**src/ffha_pkg.sv**
```systemverilog
// Shared types, constants and codes of the first-fit heap allocator.
package ffha_pkg;

	localparam int ARENA_BYTES  = 65536;
	localparam int HEADER_BYTES = 24;
	localparam int MAX_BLOCKS   = 256;

	localparam int SLOT_W   = $clog2(MAX_BLOCKS);
	localparam int PTR_W    = SLOT_W + 1;
	localparam int CHUNK    = (MAX_BLOCKS >= 64) ? 16 : MAX_BLOCKS / 2;
	localparam int NCHUNK   = MAX_BLOCKS / CHUNK;
	localparam int CHUNK_W  = $clog2(NCHUNK);
	localparam int CHUNK_BW = $clog2(CHUNK);
	localparam int LIMIT_W  = 17;
	localparam int NEED_W   = 18;

	localparam logic [PTR_W-1:0] NIL_PTR = PTR_W'(MAX_BLOCKS);

	localparam logic [1:0] CMD_ALLOC   = 2'd0;
	localparam logic [1:0] CMD_FREE    = 2'd1;
	localparam logic [1:0] CMD_REALLOC = 2'd2;
	localparam logic [1:0] CMD_UNUSED  = 2'd3;

	localparam logic [2:0] ST_OK         = 3'd0;
	localparam logic [2:0] ST_ZERO_SIZE  = 3'd1;
	localparam logic [2:0] ST_EXHAUSTED  = 3'd2;
	localparam logic [2:0] ST_TABLE_FULL = 3'd3;
	localparam logic [2:0] ST_UNKNOWN    = 3'd4;

	typedef struct packed {
		logic [1:0]  command;
		logic [15:0] request_size;
		logic [15:0] block_address;
	} req_t;

	typedef struct packed {
		logic [15:0] result_address;
		logic [2:0]  status;
		logic [15:0] copy_source;
		logic [15:0] copy_length;
	} rsp_t;

	typedef struct packed {
		logic [15:0]      start;
		logic [15:0]      size;
		logic             free;
		logic [PTR_W-1:0] next;
	} desc_t;

	typedef struct packed {
		logic              scan;
		logic              set;
		logic [SLOT_W-1:0] set_idx;
		logic              clr;
		logic [SLOT_W-1:0] clr_idx;
	} slot_ctl_t;

	typedef struct packed {
		logic              done;
		logic              found;
		logic [SLOT_W-1:0] idx;
	} slot_res_t;

endpackage

```
**src/ffha_slot_finder.sv**
```systemverilog
// Descriptor slot occupancy bits with a chunked first-free search.
module ffha_slot_finder (
	input  logic                clk,
	input  logic                arst_n,
	input  ffha_pkg::slot_ctl_t ctl,
	output ffha_pkg::slot_res_t res
);
	import ffha_pkg::*;

	logic [MAX_BLOCKS-1:0] used_q;
	logic                  busy_q;
	logic [CHUNK_W-1:0]    chunk_q;
	logic [CHUNK-1:0]      bits;
	logic                  hit;
	logic [CHUNK_BW-1:0]   pos;
	logic                  last_chunk;

	always_comb begin
		bits = used_q[chunk_q * CHUNK +: CHUNK];
		hit  = 1'b0;
		pos  = '0;
		for (int i = CHUNK - 1; i >= 0; i--) begin
			if (!bits[i]) begin
				hit = 1'b1;
				pos = CHUNK_BW'(i);
			end
		end
	end

	assign last_chunk = (chunk_q == CHUNK_W'(NCHUNK - 1));
	assign res.done   = busy_q && (hit || last_chunk);
	assign res.found  = busy_q && hit;
	assign res.idx    = {chunk_q, pos};

	always_ff @(posedge clk or negedge arst_n) begin
		if (!arst_n) begin
			used_q  <= '0;
			busy_q  <= 1'b0;
			chunk_q <= '0;
		end else begin
			if (ctl.set) used_q[ctl.set_idx] <= 1'b1;
			if (ctl.clr) used_q[ctl.clr_idx] <= 1'b0;
			if (ctl.scan) begin
				busy_q  <= 1'b1;
				chunk_q <= '0;
			end else if (busy_q) begin
				if (hit || last_chunk) busy_q <= 1'b0;
				else chunk_q <= chunk_q + CHUNK_W'(1);
			end
		end
	end

endmodule

```
**config.mk**
```make
export PLATFORM = sky130hd
export DESIGN_NAME = ffha_slot_finder
export DESIGN_NICKNAME = d
export VERILOG_FILES = /design/src/ffha_pkg.sv /design/src/ffha_slot_finder.sv
export SDC_FILE = /design/constraint.sdc
export NUM_CORES = 1
export LEC_CHECK = 0
export BUFFER_PORTS_ARGS = -buffer_cell sky130_fd_sc_hd__buf_2
export CORE_ASPECT_RATIO = 1.75
export CORE_UTILIZATION = 45
export CTS_CLUSTER_SIZE = 12
export DETAILED_ROUTE_END_ITERATION = 12
export PLACE_DENSITY = 0.59
export SLEW_MARGIN = 20
export SYNTH_ARGS = -nofsm -noshare
export SYNTH_HDL_FRONTEND = slang
export SYNTH_SLANG_ARGS = --single-unit
```
**constraint.sdc**
```tcl
create_clock -name clk -period 4.42 [get_ports clk]
set_input_delay 1.326 -clock clk [delete_from_list [all_inputs] [get_ports clk]]
set_output_delay 1.326 -clock clk [all_outputs]
set_load 0.02 [all_outputs]
```
Yosys cells after proc, flatten, opt, wreduce, memory -nomap -nowiden

Index checks and enable logic that the tools add are counted.

$add $sub $neg: 1
Magnitude comparators: 4
Equality and inequality tests: 2
Shift operators: 1
Multiplexer cells: 44
Bitwise logic cells: 3
Reduce and logical (&&, ||, !) cells: 7

Operators by type and width:

| cell                                                                                 | number |
|---|---|
| 256-bit 2-to-1 mux                                                                   | 2 |
| 256-bit bitwise AND                                                                  | 1 |
| 256-bit inverter                                                                     | 1 |
| 256-bit OR                                                                           | 1 |
| 256-bit by 9-bit indexed part select with 16-bit output                              | 1 |
| 4-bit 2-to-1 mux                                                                     | 19 |
| 1-bit 2-to-1 mux                                                                     | 21 |
| 8-bit by 9-bit less-than comparator with 1-bit output (second input constant)        | 2 |
| 1-bit demux with 8-bit select                                                        | 2 |
| 8-bit by 1-bit greater-or-equal comparator with 1-bit output (second input constant) | 2 |
| 4-bit by 1-bit adder with 4-bit output (second input constant)                       | 1 |
| 4-bit equality test (second input constant)                                          | 1 |
| 1-bit logical AND                                                                    | 4 |
| 2-bit != test (second input constant)                                                | 1 |
| 2-bit AND reduction                                                                  | 1 |
| 2-bit nonzero test                                                                   | 1 |
| 1-bit logical OR                                                                     | 1 |

Bits in registers: 261
Input bits: 21
Output and inout bits: 10
Word-level logic and storage cells: 65

Depth between registers and ports, before layout

Depth in word-level cells: 21
Mapped depth: 11

Worst setup path after synthesis

Ideal clock, no wire load.

Kind: register to output
From: register chunk_q[0]
To: output res[9] (netlist name)
Arrival: 2664 ps
Data required time: 3094 ps
Path slack: 430 ps
Stages on the path, launching flop included: 9
Path through: dfrtp_1 > buf_6 > buf_12 > mux4_2 > mux4_2 > and2_1 > nand4_4 > nor2_1 > a21boi_0

RTL lines:

| element                | RTL line               | text |
|---|---|---|
| start, declared        | ffha_slot_finder.sv:12 | `logic [CHUNK_W-1:0] chunk_q;` |
| start signal, assigned | ffha_slot_finder.sv:48 | `else chunk_q <= chunk_q + CHUNK_W'(1);` |
| end, declared          | ffha_slot_finder.sv:6  | `output ffha_pkg::slot_res_t res` |

==> summary.md <==
| Metric | Value |
|---|---|
| Status | `complete, but fails checks` |
| Failing checks | `negative setup slack` |
| Vias per cell | `approximately 6.7` |
| Max-slew headroom | `about a quarter` |
| Via count of the routed design | `11040` |
| Static leakage | `roughly 6.5 nW` |
| Worst Hold Slack | `around 520 ps` |
| CTS Buffer Depth | `3` |
| RSZ-0062 raised after global routing | `yes` |
| Clk root buf | `clkbuf_16` |
| Iter 0 DRT Violations | `between 1000 and 1500` |
| Min Tclk post-route | `4490 ps` |
| Worst vdd ir | `0.2438 mV` |
| Clock skew | `approximately 15 ps` |
| Post-synthesis register bit count | `261` |
| Largest family of logic cells by synthesized area | `compound AO/OA/AOI/OAI gates` |
| Critical Path Fanout Max | `13` |
| Number of synthesized flops with an enable pin | `0` |
| Detailed placement HPWL | `about 31000 um` |
| Fmax achieved | `roughly 220 MHz` |
| CORE AREA | `approximately 28000 um^2` |
| Simple-Gate Fraction of Synth Area | `roughly 8%` |
| Largest net degree at the start of global routing | `77` |
| Post-synth cell types | `between 50 and 60` |
| ANT nets after route | `0` |
| Syn Std Cell Area | `12790 um^2` |
| Combinational power share | `a little over a tenth` |
| Post-route cell area | `about 15000 um^2` |
| Top Metal Used | `met5` |
| Data required, critical path | `3090 ps` |
| Total Routing Usage GR | `33.90%` |
| Max H-tree Level | `1` |
| WL final | `between 40000 and 50000 um` |
| Clock network fraction of total power | `between 30 and 40%` |
| Yosys warns | `0` |
| Worst EP arrival | `3160 ps` |
| GPL Wtd Cong | `around 0.92` |
| Switching Share | `26.35%` |
| Post-synth ARST share | `100.0%` |
| Routed length on met1 | `roughly 18000 um` |
| Total Neg Setup Slack | `-116.2 ps` |
| TritonRoute pass-1 iters | `5` |
| Post-layout util | `a little over half` |
| Fin nets | `1284` |
| Crit end category | `output port` |
| WL/cell | `slightly below 30 um` |
| Slew @ Worst Pin | `around 1100 ps` |
| PwrDens | `between 300 and 400 nW/um^2` |
| Initial antenna violation count | `1` |
| CP Launch Type | `flip-flop` |
| Hold Path Class | `flip-flop to flip-flop` |
| Initial Util | `between 40% and 50%` |
| Internal power | `3.938 mW` |
| Main synth FF type | `dfrtp_1` |
| Synthesized Nets | `1220` |
| Skew-Pair Late Insertion Delay | `550 ps` |
| Mux share of post-synthesis cell area | `13.16%` |
| Fin. max-slew vios | `0` |
| Setup CP Type | `flip-flop to output port` |
| Share of cells above drive strength 1 | `approximately a fifth` |
| Port Buf Inserts | `30` |
| Max-cap viol count | `0` |
| Complex-gate fraction of the synthesized area | `23.12%` |
| Ratio of final minimum period to clock period | `101.6%` |
| First-pass GRT wire length | `around 71000 um` |
| Final setup viols | `3` |
| Number of global-route vias before repair | `10940` |
| Grt ovf | `0` |
| Clk pin slew, worst setup/hold paths | `60 ps` |
| Sequential Power Share | `50.5%` |
| # IOs | `31` |
| Final hold violation count | `0` |
| Die width | `129.5 um` |
| Final WS setup | `-69.52 ps` |
| CTS Sinks | `261` |
| Synth Area in XOR/XNOR | `0%` |
| Adder and majority gate portion of the synthesized area | `less than 1%` |
| Mean Syn Cell Area | `10.68 um^2` |
| Met3 WL | `~3800 um` |
| Hold buffers post-CTS | `0` |
| Area Overhead vs Synth | `15.18%` |
| DR WL met2 | `between 20000 and 25000 um` |
| DP Area | `approximately 14000 um^2` |
| Ant diodes | `0` |
| Pwr Total | `roughly 5.3 mW` |
| Die footprint | `roughly 30000 um^2` |
| Syn Inst Count | `1198` |
| Clock buffer count from CTS | `26` |
| Sequential fraction of the synthesis area | `around 51%` |
| Die height | `approximately 230 um` |
| P_sw | `1.409 mW` |
| CTS tree | `built` |
| Row count | `81` |
| Residual DRC | `0` |
-- repair_timing --
action                     in CTS  in global routing
buffers inserted               15                  2
pin swaps                      10                  8
resized for setup              29                 19
setup endpoints to repair       6                  6
-- kinds of logic (layout without fill, tap and decap cells) --
family                   count (synthesis)  after routing
AO/OA/AOI/OAI                          554            554
multiplexers                            81             81
adder cells (fa/ha/maj)                  1              1
buffers and inverters                  113            187
flip-flops                             261            261
AND/OR/NAND/NOR                        188            188
-- area by class of cell --
class                   instances  area (um^2)
repair buffers                146         1166
inverters                       3        11.26
fillers                      2598        13240
flip-flops and latches        261         6541
clock inverters                 1        5.005
well taps                     373        466.7
multi-input cells             824         5813
clock buffers                  37        733.2
-- Yosys cell counts (all sizes together) (2+ instances only) --
cell	n	area, um^2
nand2	15	58.81
nand4	3	40.04
a21boi	5	37.54
o221ai	6	52.55
nor2	49	191.4
inv	3	11.26
mux2i	13	130.1
a221oi	6	71.32
dfrtp	261	6531
o221a	2	22.52
a22oi	3	22.52
a22o	7	61.31
o22ai	3	18.77
and2	52	325.3
nand2b	19	118.9
a31oi	16	100.1
mux2	7	82.57
nor2b	8	50.05
buf	19	227.7
o211ai	2	15.01
clkbuf	91	346.6
nor3	28	140.1
mux4	61	1471
nand3	5	25.02
a21oi	497	2487
nor4	5	37.53
o21ai	2	10.01
-- placed cells by master (no fill, tap or decap), types with 24 or more instances in the layout --
cell and instances:
a21oi_1 496, and2_1 39, buf_2 24, buf_4 107, clkbuf_16 27, dfrtp_1 257, mux4_1 24, mux4_2 37
nor2_1 44, nor3_1 24
-- layer usage --
metal,track usage [%],up-vias
met3,4.867,200
met2,53.59,710
met5,0,-
met4,23.74,2
met1,42.65,5565
li1,-,4564
-- critical path, cell delays in order, from the launching register on --
cell	delay, ps
dfrtp_4	440
buf_4	160
buf_12	160
mux4_2	510
mux4_2	520
inv_1	100
nor3_1	50
o31ai_1	80
o211ai_1	160
a22o_1	290
buf_6	150
-- power groups by stage --
stage | logic [mW] | registers, mW | clock network [mW]
2_1_floorplan | 0.340 | 2.69 | 0
3_3_place_gp | 0.538 | 2.73 | 0
3_5_place_dp | 0.554 | 2.73 | 0
4_1_cts | 0.561 | 2.69 | 2.09
5_1_grt | 0.623 | 2.72 | 2.17
6_report | 0.570 | 2.70 | 2.08
-- registers in the layout, summed over array words and instances (netlist names) --
register / count
used_q: 256
busy_q: 1
chunk_q: 4
-- per-stage QoR --
stage               std cells  worst slack [ps]
floorplan                1198             430.1
global placement         1591             157.0
detailed placement       1591             116.3
CTS                      1644            -74.82
global route             1645            -177.7
finish                   1645            -69.52
-- worst paths after layout --
check                                  from     endpoint  slack, ps  cells past startpoint
worst max-delay path             chunk_q[0]       res[0]        -70                     10
worst min-delay path            used_q[185]  used_q[185]        520                      2
worst max register to register   chunk_q[0]   chunk_q[0]       1500                     12
worst min register to register  used_q[185]  used_q[185]        520                      2
max in group asynchronous            arst_n  used_q[120]       2760                      2
min in group asynchronous            arst_n  used_q[196]        740                      1
Power figures use the tool's default switching activity.
